$ cat config.mk
export PLATFORM = sky130hd
export DESIGN_NAME = pi_code_confidence_voter
export DESIGN_NICKNAME = d
export VERILOG_FILES = /design/src/hw/rtl/pcv_pkg.sv /design/src/hw/rtl/pcv_hist_mem.sv /design/src/hw/rtl/pcv_scan.sv /design/src/hw/rtl/pi_code_confidence_voter.sv
export SDC_FILE = /design/constraint.sdc
export NUM_CORES = 1
export LEC_CHECK = 0
export BUFFER_PORTS_ARGS = -buffer_cell sky130_fd_sc_hd__buf_2
export CAP_MARGIN = 20
export CORE_MARGIN = 4
export CORE_UTILIZATION = 47
export CTS_CLUSTER_DIAMETER = 100
export DETAILED_ROUTE_END_ITERATION = 10
export GPL_ROUTABILITY_DRIVEN = 0
export PLACE_DENSITY = 0.61
export SYNTH_ARGS = -nofsm -noshare
export SYNTH_HDL_FRONTEND = slang
export SYNTH_SLANG_ARGS = --single-unit
export TNS_END_PERCENT = 50
$ cat constraint.sdc
create_clock -name clk -period 5 [get_ports clk]
set_input_delay 1 -clock clk [delete_from_list [all_inputs] [get_ports clk]]
set_output_delay 1 -clock clk [all_outputs]
set_load 0.02 [all_outputs]
$ cat src/hw/rtl/pcv_pkg.sv
`default_nettype none

package pcv_pkg;

  localparam int DEPTH  = 8;
  localparam int SLOT_W = (DEPTH > 1) ? $clog2(DEPTH) : 1;
  localparam int CNT_W  = $clog2(DEPTH + 1);
  localparam int CODE_W = 16;
  localparam int GRADE_W = 3;

  localparam logic CMD_ADD   = 1'b0;
  localparam logic CMD_CLEAR = 1'b1;

  typedef logic [GRADE_W-1:0] grade_t;

  localparam grade_t GRADE_INVALID     = 3'd0;
  localparam grade_t GRADE_UNLIKELY    = 3'd1;
  localparam grade_t GRADE_LIKELY      = 3'd2;
  localparam grade_t GRADE_VERY_LIKELY = 3'd3;
  localparam grade_t GRADE_CORRECT     = 3'd4;

  typedef struct packed {
    logic              err;
    logic [CODE_W-1:0] code;
  } hist_entry_t;

  typedef struct packed {
    logic              we;
    logic [SLOT_W-1:0] waddr;
    hist_entry_t       wdata;
    logic [SLOT_W-1:0] raddr;
  } mem_req_t;

  typedef enum logic [1:0] {
    ST_IDLE,
    ST_SCAN,
    ST_FLUSH,
    ST_DONE
  } scan_state_t;

  // Both counts saturate at three, which is all the grading needs.
  function automatic grade_t grade_of(input logic [1:0] n_match, input logic [1:0] clean);
    grade_t g;
    if (clean >= 2'd2) begin
      g = GRADE_CORRECT;
    end else if (n_match >= 2'd2 && clean >= 2'd1) begin
      g = GRADE_VERY_LIKELY;
    end else if (n_match == 2'd3) begin
      g = GRADE_LIKELY;
    end else if (n_match == 2'd2 || clean >= 2'd1) begin
      g = GRADE_UNLIKELY;
    end else begin
      g = GRADE_INVALID;
    end
    return g;
  endfunction

endpackage

`default_nettype wire

$ cat src/hw/rtl/pcv_hist_mem.sv
`default_nettype none

module pcv_hist_mem (
  input  wire logic              clk,
  input  wire pcv_pkg::mem_req_t req,
  output pcv_pkg::hist_entry_t   rd_data
);
  import pcv_pkg::*;

  hist_entry_t mem [DEPTH];
  hist_entry_t rd_data_r;

  always_ff @(posedge clk) begin
    if (req.we) begin
      mem[req.waddr] <= req.wdata;
    end
    rd_data_r <= mem[req.raddr];
  end

  assign rd_data = rd_data_r;

endmodule

`default_nettype wire

$ cat src/hw/rtl/pcv_scan.sv
`default_nettype none

module pcv_scan (
  input  wire logic                       clk,
  input  wire logic                       rst_n,
  input  wire logic                       in_valid,
  output logic                            in_ready,
  input  wire logic                       in_cmd,
  input  wire logic [pcv_pkg::CODE_W-1:0] in_code,
  input  wire logic                       in_err,
  output pcv_pkg::mem_req_t               mem_req,
  input  wire pcv_pkg::hist_entry_t       mem_rdata,
  output logic                            res_valid,
  input  wire logic                       res_ready,
  output pcv_pkg::grade_t                 res_grade,
  output logic [pcv_pkg::CODE_W-1:0]      res_value
);
  import pcv_pkg::*;

  scan_state_t       state_r, state_nxt;
  logic [SLOT_W-1:0] wslot_r, wslot_nxt;
  logic [CNT_W-1:0]  filled_r, filled_nxt;
  logic [SLOT_W-1:0] idx_r, idx_nxt;
  logic              pend_r, pend_nxt;
  logic [CODE_W-1:0] code_r, code_nxt;
  logic [1:0]        match_r, match_nxt;
  logic [1:0]        clean_r, clean_nxt;
  logic              accept;
  logic              last_idx;
  logic [SLOT_W-1:0] slot_inc;
  logic              hit;

  assign accept   = in_valid && in_ready;
  assign last_idx = (idx_r == SLOT_W'(filled_r - 1'b1));
  assign slot_inc = (wslot_r == SLOT_W'(DEPTH - 1)) ? '0 : wslot_r + 1'b1;
  assign hit      = pend_r && (mem_rdata.code == code_r);

  always_comb begin
    state_nxt = state_r;
    case (state_r)
      ST_IDLE: begin
        if (accept) begin
          state_nxt = (in_cmd == CMD_CLEAR) ? ST_DONE : ST_SCAN;
        end
      end
      ST_SCAN: begin
        if (last_idx) begin
          state_nxt = ST_FLUSH;
        end
      end
      ST_FLUSH: begin
        state_nxt = ST_DONE;
      end
      ST_DONE: begin
        if (res_ready) begin
          state_nxt = ST_IDLE;
        end
      end
      default: begin
        state_nxt = ST_IDLE;
      end
    endcase
  end

  always_comb begin
    in_ready      = 1'b0;
    res_valid     = 1'b0;
    mem_req.we    = 1'b0;
    mem_req.waddr = slot_inc;
    mem_req.wdata = '{err: in_err, code: in_code};
    mem_req.raddr = idx_r;
    case (state_r)
      ST_IDLE: begin
        in_ready   = 1'b1;
        mem_req.we = in_valid && (in_cmd == CMD_ADD);
      end
      ST_DONE: begin
        res_valid = 1'b1;
      end
      default: begin
        in_ready = 1'b0;
      end
    endcase
  end

  always_comb begin
    wslot_nxt  = wslot_r;
    filled_nxt = filled_r;
    idx_nxt    = idx_r;
    pend_nxt   = 1'b0;
    code_nxt   = code_r;
    match_nxt  = match_r;
    clean_nxt  = clean_r;
    if (hit) begin
      if (match_r != 2'd3) begin
        match_nxt = match_r + 1'b1;
      end
      if (!mem_rdata.err && clean_r != 2'd3) begin
        clean_nxt = clean_r + 1'b1;
      end
    end
    if (state_r == ST_IDLE && accept) begin
      idx_nxt = '0;
      if (in_cmd == CMD_CLEAR) begin
        wslot_nxt  = SLOT_W'(DEPTH - 1);
        filled_nxt = '0;
        code_nxt   = '0;
        match_nxt  = 2'd0;
        clean_nxt  = 2'd0;
      end else begin
        wslot_nxt  = slot_inc;
        filled_nxt = (filled_r == CNT_W'(DEPTH)) ? filled_r : filled_r + 1'b1;
        code_nxt   = in_code;
        match_nxt  = 2'd1;
        clean_nxt  = {1'b0, !in_err};
      end
    end else if (state_r == ST_SCAN) begin
      pend_nxt = (idx_r != wslot_r);
      idx_nxt  = idx_r + 1'b1;
    end
  end

  always_ff @(posedge clk) begin
    if (!rst_n) begin
      state_r  <= ST_IDLE;
      wslot_r  <= SLOT_W'(DEPTH - 1);
      filled_r <= '0;
      pend_r   <= 1'b0;
    end else begin
      state_r  <= state_nxt;
      wslot_r  <= wslot_nxt;
      filled_r <= filled_nxt;
      pend_r   <= pend_nxt;
    end
  end

  always_ff @(posedge clk) begin
    idx_r   <= idx_nxt;
    code_r  <= code_nxt;
    match_r <= match_nxt;
    clean_r <= clean_nxt;
  end

  assign res_grade = grade_of(match_r, clean_r);
  assign res_value = code_r;

`ifndef SYNTHESIS
  a_filled_bound: assert property (@(posedge clk) disable iff (!rst_n)
    filled_r <= CNT_W'(DEPTH))
    else $error("history fill count exceeds the ring depth");

  a_clear_resets: assert property (@(posedge clk) disable iff (!rst_n)
    (accept && in_cmd == CMD_CLEAR) |=>
      (filled_r == '0 && wslot_r == SLOT_W'(DEPTH - 1) && state_r == ST_DONE))
    else $error("clear request did not empty the history");

  a_pend_in_scan: assert property (@(posedge clk) disable iff (!rst_n)
    pend_r |-> (state_r == ST_SCAN || state_r == ST_FLUSH))
    else $error("read data counted outside the scan");

  a_write_idle: assert property (@(posedge clk) disable iff (!rst_n)
    mem_req.we |-> (state_r == ST_IDLE && in_valid))
    else $error("history written outside an accepted add request");
`endif

endmodule

`default_nettype wire

$ cat src/hw/rtl/pi_code_confidence_voter.sv
`default_nettype none

// Channel  Direction  tdata              tuser
// in_      slave      code_value[15:0]   {had_error, command}
// out_     master     graded_value[15:0] grade[2:0]
//
// An add request walks the filled history, one entry read per cycle
// through the single read port of the history memory.
// A clear request skips the walk and goes straight to its result.
// Reset is synchronous and active low; it empties the history without touching memory.
// One request is in work at a time; the output register lets a new request be taken
// while the previous result waits, and a finished result waits when out_tready is low.

module pi_code_confidence_voter (
  input  wire logic        clk,
  input  wire logic        rst_n,
  input  wire logic        in_tvalid,
  output logic             in_tready,
  input  wire logic [15:0] in_tdata,  // [15:0] code_value
  input  wire logic [1:0]  in_tuser,  // [0] command, [1] had_error
  output logic             out_tvalid,
  input  wire logic        out_tready,
  output logic [15:0]      out_tdata, // [15:0] graded_value
  output logic [2:0]       out_tuser  // [2:0] grade
);
  import pcv_pkg::*;

  mem_req_t          mem_req;
  hist_entry_t       mem_rdata;
  logic              res_valid;
  logic              res_ready;
  grade_t            res_grade;
  logic [CODE_W-1:0] res_value;
  logic              out_valid_r;
  grade_t            out_grade_r;
  logic [CODE_W-1:0] out_value_r;

  pcv_hist_mem u_mem (
    .clk     (clk),
    .req     (mem_req),
    .rd_data (mem_rdata)
  );

  pcv_scan u_scan (
    .clk       (clk),
    .rst_n     (rst_n),
    .in_valid  (in_tvalid),
    .in_ready  (in_tready),
    .in_cmd    (in_tuser[0]),
    .in_code   (in_tdata),
    .in_err    (in_tuser[1]),
    .mem_req   (mem_req),
    .mem_rdata (mem_rdata),
    .res_valid (res_valid),
    .res_ready (res_ready),
    .res_grade (res_grade),
    .res_value (res_value)
  );

  assign res_ready = !out_valid_r || out_tready;

  always_ff @(posedge clk) begin
    if (!rst_n) begin
      out_valid_r <= 1'b0;
    end else if (res_ready) begin
      out_valid_r <= res_valid;
    end
  end

  always_ff @(posedge clk) begin
    if (res_ready && res_valid) begin
      out_grade_r <= res_grade;
      out_value_r <= res_value;
    end
  end

  assign out_tvalid = out_valid_r;
  assign out_tdata  = out_value_r;
  assign out_tuser  = out_grade_r;

endmodule

`default_nettype wire

==> impl_metrics.toml <==
[worst_setup_path]
path_delay_family = "simple AND/OR/NAND/NOR gates"
crit_required_ps = 5190
cp.arrival_ps = 2990
crit_slowest_cell = "nor3_2"
crit_path_end_kind = "flop"
critPathBufInv = 2
path_cells = "inv_1 > ha_1 > nand2_1 > or3_1 > nor3_2 > buf_4"
critPathKind = "flop to flop"
r2r_cells = 6
worstSetupPathDepth = 6
crit_fanout = 13
slowest_delay_ps = 690
cp-start-kind = "flop"

[logic_synthesis]
yosysTopAreaCell = "edfxtp_1"
ys_top_cells_by_count = "175 x edfxtp_1, 34 x mux4_2, 31 x dfxtp_1"
syn_area_per_cell_um2 = 18.9
seq_area_frac_synth = 0.740
netlist.area_leader.share = 0.662
yosys_warnings = 0
synth.distinct_cells = 39
netlist_area_um2 = 7940
synth_ff_type = "edfxtp_1"
synth-edff-count = 175
synth-async-reset-ratio = 0
yosys.cell_count.top_type = "edfxtp_1"
synth.net_count = 459
ys_seq_elements = 206
yosys-top-cells-area = "edfxtp_1 66%, mux4_2 9.6%, dfxtp_1 7.8%"
syn_inst = 421

[worst_hold_path]
hold_path_class = "flop to flop"
min_path_cells = 0

[cts]
clk_pin_slew_ps = 60
htreeDepth = 1
holdBufCountCts = 0
cts_buffer_depth = 3
root_buffer = "clkbuf_16"
numCtsBuffers = 22
cts_tree = "yes"
clk_latency_ps = 490
cts.sink_count = 206
cts_setup_buffers = 0
ctsResizeCount = 0

[grt]
grt_max_degree = 33
overflow = 0
grt_first_pass_wirelength_um = 23100
grt_pass1_vias = 4060
antenna_found_initial = 0
grtUsageTotal = 0.162

[pwr]
peakVddDrop_mv = 0.273
p_leak_uw = 0.00312
sw_frac_of_total = 0.257
power_switching_uw = 1190
clock_power_share = 0.330
p_seq_frac = 0.484
p_int_uw = 3450
pwr-share-comb = 0.186
power_density_nw_per_um2 = 505

[status]
outcome = "completed"

[floorplan]
io_pins = 43
die_w_um = 138
die_h_um = 138
floorplan.initialDensity = 0.479
core-area_um2 = 16600
rows = 47
die_area_um2 = 19000

[drt]
via_per_inst = 5.33
drc = 0
routedWlPerCell_um = 20.4
via_count = 3844
wl_um = 14700
firstDrtPassIters = 4
drtAntennaViolNets = 0
drtIter0Drc = 258

[timing]
rsz0062_at_grt = "no"
post-route-period-util = 0.561
worstMarginPinSlew_ps = 969
clock_skew_ps = 7.78
finalHoldViolations = 0
slew_viol_final = 0
tns_ps = 0
min_period_ps = 2810
setup_viol_count_final = 0
maxSlewHeadroom = 0.350
max_freq_mhz = 356

[final_layout]
final_core_util = 0.553
stdcell_area_um2 = 9180
multi_input_area_um2 = 1950
drive_above_1_share = 0.287
area.sequential_um2 = 5880
syn2layout_area_growth_pct = 15.6
final_nets = 523
antenna_cells = 0
fin_cells = 721
fillerInstances = 1309

[placement]
port-buffer-count = 42
placed_cells = 679
dp_hpwl_um = 8790
placed_area_um2 = 8440

[run]
maxCapViolations = 0
## registers in the layout (all words and copies together), names as in the netlist
name	cells
u_scan.state_r	2
u_scan.filled_r	4
u_scan.idx_r	3
u_scan.res_value	16
out_tvalid	1
u_mem.rd_data	17
out_tuser	3
u_scan.clean_r	2
u_mem.mem	136
out_tdata	16
u_scan.pend_r	1
u_scan.match_r	2
u_scan.wslot_r	3
## metrics by stage
step,total power [uW],setup WS (ps),hold WS (ps)
floorplan,2890,1770,426
global placement,3110,1810,441
detailed placement,3130,1740,438
CTS,4680,2160,451
global route,4860,2010,467
finish,4640,2190,448
## final cells by class
| class | instances | area share |
|---|---|---|
| flip-flops and latches | 206 | 0.641 |
| clock buffers | 32 | 0.0686 |
| multi-input cells | 188 | 0.213 |
| well taps | 220 | 0.0300 |
| repair buffers | 55 | 0.0365 |
| clock inverters | 8 | 0.00682 |
| inverters | 12 | 0.00491 |
## layout by cell type, fill, tap and decap left out, drive strengths merged, types with 2 or more instances in the layout
| cell | n |
|---|---|
| nand2b | 3 |
| nor4 | 2 |
| nand3 | 4 |
| buf | 55 |
| ha | 16 |
| edfxtp | 175 |
| a21oi | 7 |
| nor2b | 20 |
| dfxtp | 31 |
| xnor2 | 9 |
| mux4 | 34 |
| nor3 | 5 |
| mux2 | 17 |
| xor2 | 12 |
| a31oi | 2 |
| o21ai | 5 |
| or3 | 2 |
| mux2i | 3 |
| clkbuf | 32 |
| o31ai | 2 |
| nor2 | 24 |
| nand2 | 7 |
| clkinv | 7 |
| and2 | 2 |
| inv | 12 |
| a311oi | 2 |
## path summary, 6_finish.rpt
check / to / slack [ps] / start
max: u_mem.mem[0][10]$_DFFE_PP_ / 2190 / u_scan.state_r[1]$_SDFFE_PN0P_
min: out_tdata[1]$_DFFE_PP_ / 450 / u_scan.res_value[1]$_SDFFCE_PP0P_
max reg2reg: u_mem.mem[0][10]$_DFFE_PP_ / 2190 / u_scan.state_r[1]$_SDFFE_PN0P_
min reg2reg: out_tdata[1]$_DFFE_PP_ / 450 / u_scan.res_value[1]$_SDFFCE_PP0P_
## metal layers
| metal | track usage | share of wire | wire length (um) |
|---|---|---|---|
| met1 | 0.221 | 0.45 | 6570 |
| met2 | 0.275 | 0.50 | 7390 |
| met3 | 0.0258 | 0.038 | 558 |
| met4 | 0.0406 | 0.013 | 194 |
| met5 | 0 | 0 | 0 |
## power groups by stage
stage               clock [uW]  combinational, uW  sequential [uW]
CTS                       1570                852             2250
finish                    1530                862             2240
detailed placement           0                847             2290
floorplan                    0                660             2230
global placement             0                831             2280
global route              1650                948             2270
## cell families after synthesis
group	Yosys count	synth area share
AO/OA/AOI/OAI	23	0.0213
flip-flops	206	0.740
AND/OR/NAND/NOR	73	0.0471
adder cells (fa/ha/maj)	16	0.0252
XOR/XNOR	22	0.0262
multiplexers	54	0.124
buffers and inverters	27	0.0154
Power figures use the tool's default switching activity.
